<file path="src/rtl/bip_pkg.sv">
`timescale 1ns / 1ps

package bip_pkg;

  // fixed field widths
  localparam int unsigned OPCODE_W  = 1;
  localparam int unsigned SET_W     = 11;
  localparam int unsigned WAY_W     = 4;
  localparam int unsigned NOW_W     = 32;
  localparam int unsigned PERIOD_W  = 8;

  // defaults for the top level parameters
  localparam int unsigned SETS_DEF       = 2048;
  localparam int unsigned WAYS_DEF       = 16;
  localparam int unsigned STAMP_BITS_DEF = 32;

  localparam logic [PERIOD_W-1:0] PERIOD_RESET = 8'd20;

  // set index reduction: quotient estimate by reciprocal, shift > SET_W
  localparam int unsigned MOD_SHIFT = SET_W + 1;
  localparam int unsigned RECIP_W   = MOD_SHIFT + 1;
  localparam int unsigned PROD_W    = SET_W + RECIP_W;
  localparam int unsigned QUOT_W    = PROD_W - MOD_SHIFT;
  localparam int unsigned REM_W     = 17;

  typedef enum logic [OPCODE_W-1:0] {
    OPC_VICTIM = 1'b0,
    OPC_UPDATE = 1'b1
  } opcode_e;

  typedef enum logic [5:0] {
    ST_CLEAR = 6'b000001,
    ST_IDLE  = 6'b000010,
    ST_QUOT  = 6'b000100,
    ST_READ  = 6'b001000,
    ST_TREE  = 6'b010000,
    ST_FIN   = 6'b100000
  } state_e;

endpackage

</file>
<file path="src/rtl/bip_min_tree.sv">
`timescale 1ns / 1ps

module bip_min_tree import bip_pkg::*; #(
  parameter int unsigned WAYS       = WAYS_DEF,
  parameter int unsigned STAMP_BITS = STAMP_BITS_DEF
) (
  input  logic                               clk_i,
  input  logic [WAYS*STAMP_BITS-1:0]         row_i,
  output logic [$clog2(WAYS)-1:0]            min_way_o,
  output logic [STAMP_BITS-1:0]              min_stamp_o
);

  localparam int unsigned WW  = $clog2(WAYS);
  localparam int unsigned LVL = WW;
  localparam int unsigned P   = 1 << WW;
  localparam int unsigned SB  = STAMP_BITS;

  logic [SB-1:0] leaf_st  [P];
  logic [WW-1:0] leaf_way [P];

  // padding leaves carry the largest stamp and the highest index, so a real way wins
  always_comb begin
    for (int i = 0; i < P; i++) begin
      if (i < WAYS) begin
        leaf_st[i] = row_i[i*SB +: SB];
      end else begin
        leaf_st[i] = '1;
      end
      leaf_way[i] = WW'(i);
    end
  end

  logic [SB-1:0] lv_st_q  [LVL][P/2];
  logic [WW-1:0] lv_way_q [LVL][P/2];

  // left child wins a tie: its indices are all lower
  always_ff @(posedge clk_i) begin
    for (int n = 0; n < P/2; n++) begin
      if (leaf_st[2*n+1] < leaf_st[2*n]) begin
        lv_st_q[0][n]  <= leaf_st[2*n+1];
        lv_way_q[0][n] <= leaf_way[2*n+1];
      end else begin
        lv_st_q[0][n]  <= leaf_st[2*n];
        lv_way_q[0][n] <= leaf_way[2*n];
      end
    end
    for (int l = 1; l < LVL; l++) begin
      for (int n = 0; n < P/2; n++) begin
        if (n < (P >> (l + 1))) begin
          if (lv_st_q[l-1][2*n+1] < lv_st_q[l-1][2*n]) begin
            lv_st_q[l][n]  <= lv_st_q[l-1][2*n+1];
            lv_way_q[l][n] <= lv_way_q[l-1][2*n+1];
          end else begin
            lv_st_q[l][n]  <= lv_st_q[l-1][2*n];
            lv_way_q[l][n] <= lv_way_q[l-1][2*n];
          end
        end else begin
          lv_st_q[l][n]  <= '0;
          lv_way_q[l][n] <= '0;
        end
      end
    end
  end

  assign min_way_o   = lv_way_q[LVL-1][0];
  assign min_stamp_o = lv_st_q[LVL-1][0];

endmodule

</file>
<file path="config.mk">
export PLATFORM = sky130hd
export DESIGN_NAME = bip_min_tree
export DESIGN_NICKNAME = d
export VERILOG_FILES = /design/src/rtl/bip_pkg.sv /design/src/rtl/bip_min_tree.sv
export SDC_FILE = /design/constraint.sdc
export NUM_CORES = 1
export LEC_CHECK = 0
export ABC_AREA = 1
export BUFFER_PORTS_ARGS = -buffer_cell sky130_fd_sc_hd__buf_4
export CORE_AREA = 10 10 246 248
export CTS_CLUSTER_DIAMETER = 80
export DETAILED_ROUTE_END_ITERATION = 8
export DIE_AREA = 0 0 256 258
export MAX_ROUTING_LAYER = met4
export PLACE_DENSITY_LB_ADDON = 0.3
export SYNTH_ARGS = -nofsm -noshare
export SYNTH_HDL_FRONTEND = slang
export SYNTH_SLANG_ARGS = --single-unit
</file>
<file path="constraint.sdc">
create_clock -name clk_i -period 5.2 [get_ports clk_i]
set_input_delay 1.04 -clock clk_i [delete_from_list [all_inputs] [get_ports clk_i]]
set_output_delay 1.04 -clock clk_i [all_outputs]
set_load 0.05 [all_outputs]
</file>
### Yosys cells after proc, flatten, opt, wreduce, memory -nomap -nowiden

Memory sizes are Yosys's and may differ from the RTL's.
Cells that the tools add are included.

* register bits after elaboration: 0
* RAM bits: 1136
* output and inout port bits: 36
* word-level logic and storage cells: 122
* memories kept: 2

* magnitude comparators: 15
* multiplexer cells: 75
* bitwise gates (word level): 30

Memories
* lv_st_q: words 4, bits a word 256, read ports 4, clocked after Yosys merged registers in 0, wr ports 4, RTL line bip_min_tree.sv:33 `logic [SB-1:0] lv_st_q [LVL][P/2];`
* lv_way_q: words 4, bits a word 28, read ports 4, clocked after Yosys merged registers in 0, wr ports 4, RTL line bip_min_tree.sv:34 `logic [WW-1:0] lv_way_q [LVL][P/2];`

Operators with widths (count)
* 32-bit < comparator: 15
* 32-bit two-way mux: 15
* 4-bit two-way mux: 12
* 1-bit two-way mux: 45
* 1-bit bitwise OR: 30
* 3-bit two-way mux: 2
* 2-bit two-way mux: 1

### Depth between registers and ports, before layout

Gate-level depths: netlist of run 1.
An unclocked memory read counts as a cell.

* word-level depth: 5
* depth in mapped cells: 15
* gate-level depth less buffers: 14

### Worst setup path after synthesis of run 1

OpenSTA, ideal clock, no wires.

* kind: input to register
* from: input row_i[153]
* to: memory lv_st_q[0][171] (netlist name)
* arrival: 2.335 ns
* required time: 5.087 ns
* setup slack: 2.753 ns
* stages: 11
* buffers on the path: 1
* cell sequence: inv_1 > ha_1 > a21oi_1 > o21ai_1 > nand2_1 > o211ai_1 > nor2_1 > nand2_1 > buf_2 > nand2_1 > nand2_1

RTL lines
* start: declaration: RTL line bip_min_tree.sv:8 `input logic [WAYS*STAMP_BITS-1:0] row_i,`
* end: declaration: RTL line bip_min_tree.sv:33

==> summary.md, run 1 <==
The tools report the first-pass detailed-route iteration total as 5. Type of element capturing the critical path: a flip-flop. The number of port buffers was 548; the sum of buffers and inverters on the critical path was 3. The proportion of layout cells with a drive suffix above 1 was 15.2%. The run gives 73,900 um as the estimated wirelength of the detail-placed design. The number of antenna violations at the first check in global routing is 11.

The class of the most critical hold timing path was reg2reg. TritonCTS built the clock tree. The first global-routing pass estimated 140,000 um of wire.

During I/O placement, the number of pins put on the boundary was 549. Data arrives at the worst endpoint at 3.44 ns. Routability-driven placement finished with a final weighted congestion of 0.931. Buffers inserted to repair hold after CTS numbered 0. The post-detailed-route DRC marker count was 0; the fill cell total of the finished layout was 5,102. The area of the core was 0.0557 mm^2. The wire length per cell was 16.9 um. The mapped netlist covers 0.0292 mm^2. For the count of warnings emitted by yosys, the log shows 0. The tools report the fmax as 339 MHz. The flow ran to the end, and the final reports show no timing, DRC or antenna violations.

Measured against its own limit, the worst slew margin works out to 20.5%. The total setup buffers inserted after CTS is 0. The worst ir drop on vdd is 0.316 mV, and the area overhead of the layout relative to synthesis is 22.0%. For the hold violation total from the final report, the log shows 0.

Of all flip-flops after synthesis, the portion carrying an async set or reset was 0%. The register area share after synthesis is 34.6%, and the x dimension of the die is 256 um. The number of max-slew violations in the final report is 0, and the final layout net count is 5,581. The number of flops mapped to enable cells by yosys is 0. For this design the ratio of total power to cell area is 443 mW/mm^2. The logs give 27.2% for the total routing usage reported by global routing and 2 for the number of H-tree levels. The slowest stage of the critical path belongs to the cell nand2_1. The clock passes through at most 3 buffers.

The data required time at the worst endpoint is 5.69 ns. The tools report the clock root buffer as clkbuf_16. Clock-pin slew was measured on the worst setup and hold paths at 0.06 ns.

The run gives 34 as the distinct cell type count after synthesis. Remaining number of nets flagged by the antenna check after routing: 0. The kind of launch point of the worst setup path is an input pin. Once the clock tree was built, the resizer swapped 0 gates to a different size. The logs give 26,300 for the number of global-route vias before repair and 27,600 for the total vias in the final route. The worst clock skew on the final layout came out at 0.0154 ns.

On the worst path, the slowest cell contributes a delay of 0.76 ns. The logs give 0 for the sum of overflow across all layers after global routing and 0 for the total of endpoints with negative setup slack in the final report. The classification of the worst setup path was in2reg. The logs give 506 for the number of clock sinks and 0.0357 mm^2 for the finished layout cell area.

The synthesized netlist cell count came out at 4,103. At the later pin of the worst-skew pair, clock insertion delay measures 0.62 ns. In the routed layout, each cell is associated on average with a via count of 5.10. The wire length after detailed routing was 91,200 um; the minimum clock period was 2.95 ns. The die covers 0.0660 mm^2. The count of routing violations after the opening detailed-route iteration was 1,723.

The die is 258 um tall. Cell repeated most along the worst path: nand2_1. Setup repair after global routing left no endpoint under its margin.

Of all nets on the critical path, the largest fanout is 33. Summing all placed instances gives a cell area of 0.0339 mm^2. The tool flagged a number of max-cap violations equal to 0.

At the pin with the least slew margin, the transition time is 1.19 ns. Counting every net in the synthesized netlist gives 5,081. The initial utilization of the core area, before any placement, comes to 52.5%. The most common library cell in the layout ignoring fill and taps was nand2_1. The per-instance average area after synthesis works out to 7.13 um^2.

Dividing the final minimum period by the clock period gives 56.7%. The number of placement rows was 87; the CTS buffer count was 55. The top cell types in the final layout, fill and taps aside, are 1,383 x nand2_1, 596 x inv_1, 582 x buf_4.

Most instantiated flip-flop cell in the synthesis netlist: dfxtp_1. The flop and latch count out of synthesis works out to 506. The sum of negative setup slack was 0 ns. The critical path goes through buf_4, inv_1, ha_1, a21oi_1, o21ai_0, a21o_1, a21oi_2, buf_4, nand2_1, nand2_1, nand2_1. The run gives 37 as the pin count of the biggest net entering global routing.

On the critical path the largest part of the delay comes from simple AND/OR/NAND/NOR gates. For the static leakage, the log shows 20.6 nW.
==> power breakdown <==
group          leakage (nW)  switching, W  total [W]  internal, W
combinational          15.5       0.00396    0.00617      0.00221
clock                 0.889       0.00157    0.00387      0.00230
sequential             4.26      0.000765    0.00577      0.00501
total                  20.6       0.00629     0.0158      0.00952
==> per-layer routing <==
metal  wire, um  vias up  track usage [%]
met5          0        -                -
met4       2550        0             8.78
met3       5880      155             5.46
met2      42100      888             43.5
met1      40700    12500             34.0
li1           -    14100                -
==> logic make-up (layout without fill, tap and decap cells) <==
family          after synthesis  count (layout)  share of synthesized area, %
other cells                   0              10                             0
compound gates              313             313                          5.68
flops                       506             506                          34.6
simple gates               2083            2083                          29.7
buf+inv                     736            1278                          10.1
fa+ha+maj                   465             465                          19.9
==> metrics by stage <==
step	worst slack, ns	hold slack [ns]	util [%]	instances	total power [W]
floorplan	2.75	0.396	-	4103	0.00991
global placement	1.70	0.401	60.7	5302	0.0119
detailed placement	1.68	0.406	60.7	5302	0.0120
CTS	2.30	0.415	64.0	5401	0.0159
global route	2.00	0.428	64.0	5410	0.0170
finish	2.25	0.412	64.0	5411	0.0158
==> tightest hold or removal path, cell delays in order (launching register included) <==
cell	delay (ns)
dfxtp_1	0.30
nand2_1	0.05
nand2_1	0.04
==> synth_stat cells (14+ instances only) <==
| master | count | area [um^2] |
|---|---|---|
| a21oi_1 | 216 | 1080 |
| buf_2 | 74 | 370 |
| clkbuf_1 | 44 | 165 |
| dfxtp_1 | 506 | 10100 |
| ha_1 | 465 | 5820 |
| inv_1 | 596 | 2240 |
| nand2_1 | 1383 | 5190 |
| nand2_2 | 14 | 87.6 |
| nand3_1 | 520 | 2600 |
| nand4_1 | 15 | 93.8 |
| nor2_1 | 107 | 402 |
| nor3_1 | 30 | 150 |
| o21ai_0 | 59 | 295 |
==> state kept, by name, summed over array words and instances, names as in the netlist <==
register  count
lv_way_q     26
lv_st_q     480
==> cell type report <==
| class | count | area, um^2 | share of cell area, % |
|---|---|---|---|
| Sequential cell | 506 | 10100 | 28.4 |
| Clock inverter | 18 | 213 | 0.596 |
| Multi-Input combinational cell | 2861 | 16200 | 45.3 |
| Antenna cell | 10 | 25.0 | 0.0701 |
| Clock buffer | 81 | 1590 | 4.44 |
| Inverter | 597 | 2240 | 6.28 |
| Timing Repair Buffer | 582 | 4370 | 12.2 |
| Tap cell | 756 | 946 | 2.65 |
==> worst paths after layout <==
check	slack (ns)	from	cells past startpoint	endpoint
hold / removal	0.41	lv_way_q[0][45]	2	lv_way_q[1][21]
hold reg to reg	0.41	lv_way_q[0][45]	2	lv_way_q[1][21]
setup / recovery	2.25	row_i[221]	11	lv_st_q[0][141]
setup reg to reg	2.35	lv_st_q[0][33]	16	lv_st_q[1][141]
Power figures use the tool's default switching activity.
==> run 2, diff against run 1 <==
--- a/config.mk
+++ b/config.mk
@@ -7,10 +7,10 @@
 export LEC_CHECK = 0
 export ABC_AREA = 1
 export BUFFER_PORTS_ARGS = -buffer_cell sky130_fd_sc_hd__buf_4
-export CORE_AREA = 10 10 246 248
+export CORE_AREA = 10 10 251 253
 export CTS_CLUSTER_DIAMETER = 80
 export DETAILED_ROUTE_END_ITERATION = 8
-export DIE_AREA = 0 0 256 258
+export DIE_AREA = 0 0 261 263
 export MAX_ROUTING_LAYER = met4
 export PLACE_DENSITY_LB_ADDON = 0.3
 export SYNTH_ARGS = -nofsm -noshare
==> constraint.sdc (replaced) <==
create_clock -name clk_i -period 2.6 [get_ports clk_i]
set_input_delay 0.52 -clock clk_i [delete_from_list [all_inputs] [get_ports clk_i]]
set_output_delay 0.52 -clock clk_i [all_outputs]
set_load 0.05 [all_outputs]
==> run 2 against run 1 <==
Net effect: worst hold slack got worse by 0.30 ns; largest cell class unchanged; first-iteration DRC count is 5.0% higher; sequential power is 100% higher; critical path type is now reg2reg.
==> summary.md, run 2 (synthesis results as in run 1) <==
The run finished with clean final reports. The classification of the worst setup path was reg2reg (was in2reg). First-pass detailed-route iteration total: 8 (was 5). The proportion of layout cells with a drive suffix above 1 is 16.0% (was 15.2%), and the static leakage is 20.9 nW (was 20.6 nW). The CTS buffer count was 55 (unchanged); the first-pass GRT wire length was 141,000 um (was 140,000 um).

The tools report the clock root buffer as clkbuf_16 (unchanged). The number of port buffers is 548 (unchanged), and the number of gates resized after cts is 0 (unchanged). The sum of negative setup slack was 0 ns (unchanged); the wire length per cell was 16.6 um (was 16.9 um). The sum of overflow across all layers after global routing was 0 (unchanged); the number of global-route vias before repair was 26,600 (was 26,300). For the worst clock skew on the final layout, the log shows 0.0285 ns (was 0.0154 ns). The logs give 50.2% (was 52.5%) for the initial standard-cell utilization of the core and 438 MHz for the fmax.

The number of clock sinks is 506 (unchanged). Type of element capturing the critical path: a flip-flop (unchanged). The transition time of the tightest slew-check pin was 0.640 ns (was 1.19 ns).

The largest fanout on the critical path was 34 (was 33); the data required time at the worst endpoint was 3.12 ns (was 5.69 ns). The power density relative to cell area is 912 mW/mm^2 (was 443 mW/mm^2), and the count of routing violations after the opening detailed-route iteration is 1,810 (was 1,723). The run gives 3 (unchanged) as the maximum clock insertion buffer count. The clock network latency to the later pin of the worst-skew pair was 0.60 ns (was 0.62 ns); the final layout net count was 5,615 (was 5,581). The x dimension of the die is 261 um (was 256 um). Setup repair after global routing left no endpoint under its margin. The most common library cell in the layout ignoring fill and taps is nand2_1 (unchanged). The critical path arrival was 2.80 ns (was 3.44 ns); the area overhead of the layout relative to synthesis was 24.0% (was 22.0%). The post-detailed-route DRC marker count was 0 (unchanged); the share of the clock period used by the worst path after layout was 87.8%. The total routing usage reported by global routing came out at 26.4% (was 27.2%). The tools report the pin count of the biggest net entering global routing as 37 (unchanged). The vertical die dimension was 263 um (was 258 um). The detailed-route vias per instance came out at 4.99 (was 5.10). Commonest cells after routing, fill and taps aside: 1,383 x nand2_1, 610 x buf_4, 596 x inv_1 (was 1,383 x nand2_1, 596 x inv_1, 582 x buf_4).

The run gives 57.3% (was 20.5%) as the worst slew slack as a fraction of its limit. The max-capacitance violation count is 0 (unchanged). The total vias in the final route came out at 27,300 (was 27,600).

The hold violation total from the final report is 0 (unchanged). The number of I/O pins was 549 (unchanged). The class of the most critical hold timing path is in2reg (was reg2reg). The number of max-slew violations in the final report is 0 (unchanged). The number of placement rows came out at 89 (was 87). The total of endpoints with negative setup slack in the final report was 0 (unchanged); the worst ir drop on vdd was 0.711 mV (was 0.316 mV). TritonCTS built the clock tree. The register with the highest flop count is lv_st_q (unchanged). For the count of hold-fix buffers inserted at cts, the log shows 0 (unchanged). Remaining number of nets flagged by the antenna check after routing: 0 (unchanged). Largest registers: lv_st_q (480), lv_way_q (26) (unchanged).

Total setup buffers inserted after CTS: 0 (unchanged). The clock input transition at the sequential cells of the worst setup and hold paths came out at 0.06 ns (about the same). The number of flip-flops in the largest register was 480 (unchanged); the minimum clock period was 2.28 ns.

The number of H-tree levels is 2 (unchanged). Fraction of the core area covered by cells at the end of the flow: 62.3% (was 64.0%). The area of the core is 0.0582 mm^2 (was 0.0557 mm^2).

The run gives 0.0686 mm^2 (was 0.0660 mm^2) as the area of the die. The final weighted congestion in routability-driven placement is 0.962 (was 0.931), and the estimated wirelength of the detail-placed design is 74,000 um (was 73,900 um). The tools report the number of antenna violations at the first check in global routing as 8 (was 11).

The run gives 90,800 um (was 91,200 um) as the wire length after detailed routing. The tools report the kind of launch point of the worst setup path as a flip-flop (was an input pin).
-- run 2: cell types whose count changed in the layout (fill, tap and decap cells not counted), moves of 2 or more --
cell | previous run | this run
bufinv_16 | 4 | 14
buf_4 | 582 | 610
clkbuf_8 | 9 | 7
buf_12 | 0 | 6
clkbuf_1 | 16 | 5
clkinv_2 | 10 | 13
clkinvlp_4 | 0 | 4
diode_2 | 10 | 7
-- run 2: worst paths after layout --
path,slack [ns],from,endpoint,cells past startpoint
setup / recovery,0.32,lv_st_q[0][95],lv_st_q[1][166],9
hold / removal,0.11,row_i[280],lv_st_q[0][120],3
setup reg to reg,0.32,lv_st_q[0][95],lv_st_q[1][166],9
hold reg to reg,0.42,lv_way_q[0][4],lv_way_q[0][40],2
-- run 2: layout make-up --
| class | instances | area, um^2 |
|---|---|---|
| Inverter | 597 | 2240 |
| Multi-Input combinational cell | 2861 | 16200 |
| Clock inverter | 34 | 542 |
| Tap cell | 773 | 967 |
| Antenna cell | 7 | 17.5 |
| Fill cell | 5294 | 22000 |
| Timing Repair Buffer | 616 | 4700 |
| Sequential cell | 506 | 10100 |
| Clock buffer | 67 | 1490 |
-- run 2: through the flow --
stage / instances / power (W) / hold WS (ns) / setup slack, ns / area [um^2]
after global placement: 5353 / 0.0242 / 0.402 / 0.132 / 34200
after global routing: 5461 / 0.0355 / 0.0912 / 0.106 / 36300
after detailed placement: 5353 / 0.0244 / 0.401 / 0.0393 / 34200
final: 5461 / 0.0331 / 0.110 / 0.316 / 36300
after CTS: 5454 / 0.0332 / 0.0742 / 0.309 / 36200
after floorplan: 4103 / 0.0198 / 0.396 / 0.673 / 29200
-- run 2: power breakdown --
group	total [W]	switching [W]	internal [W]
logic	0.0128	0.00812	0.00467
registers	0.0116	0.00153	0.0100
clock network	0.00871	0.00325	0.00546
total	0.0331	0.0129	0.0202
-- run 2: routing by layer --
metal	vias to the layer above	GRT usage, %	share of wire (%)
met5	-	-	0
met4	0	8.08	3.0
met3	148	4.98	6.7
met2	808	40.5	44
met1	12200	34.7	46
li1	14100	-	-
-- run 2: worst max-delay path, stage by stage, from the launching register on --
cell,delay (ns)
dfxtp_1,0.35
ha_1,0.33
nand2_2,0.09
nor4_4,0.39
inv_1,0.07
nor2_1,0.13
nand2_2,0.21
nand2_4,0.36
nand2_1,0.10
nand2_1,0.16
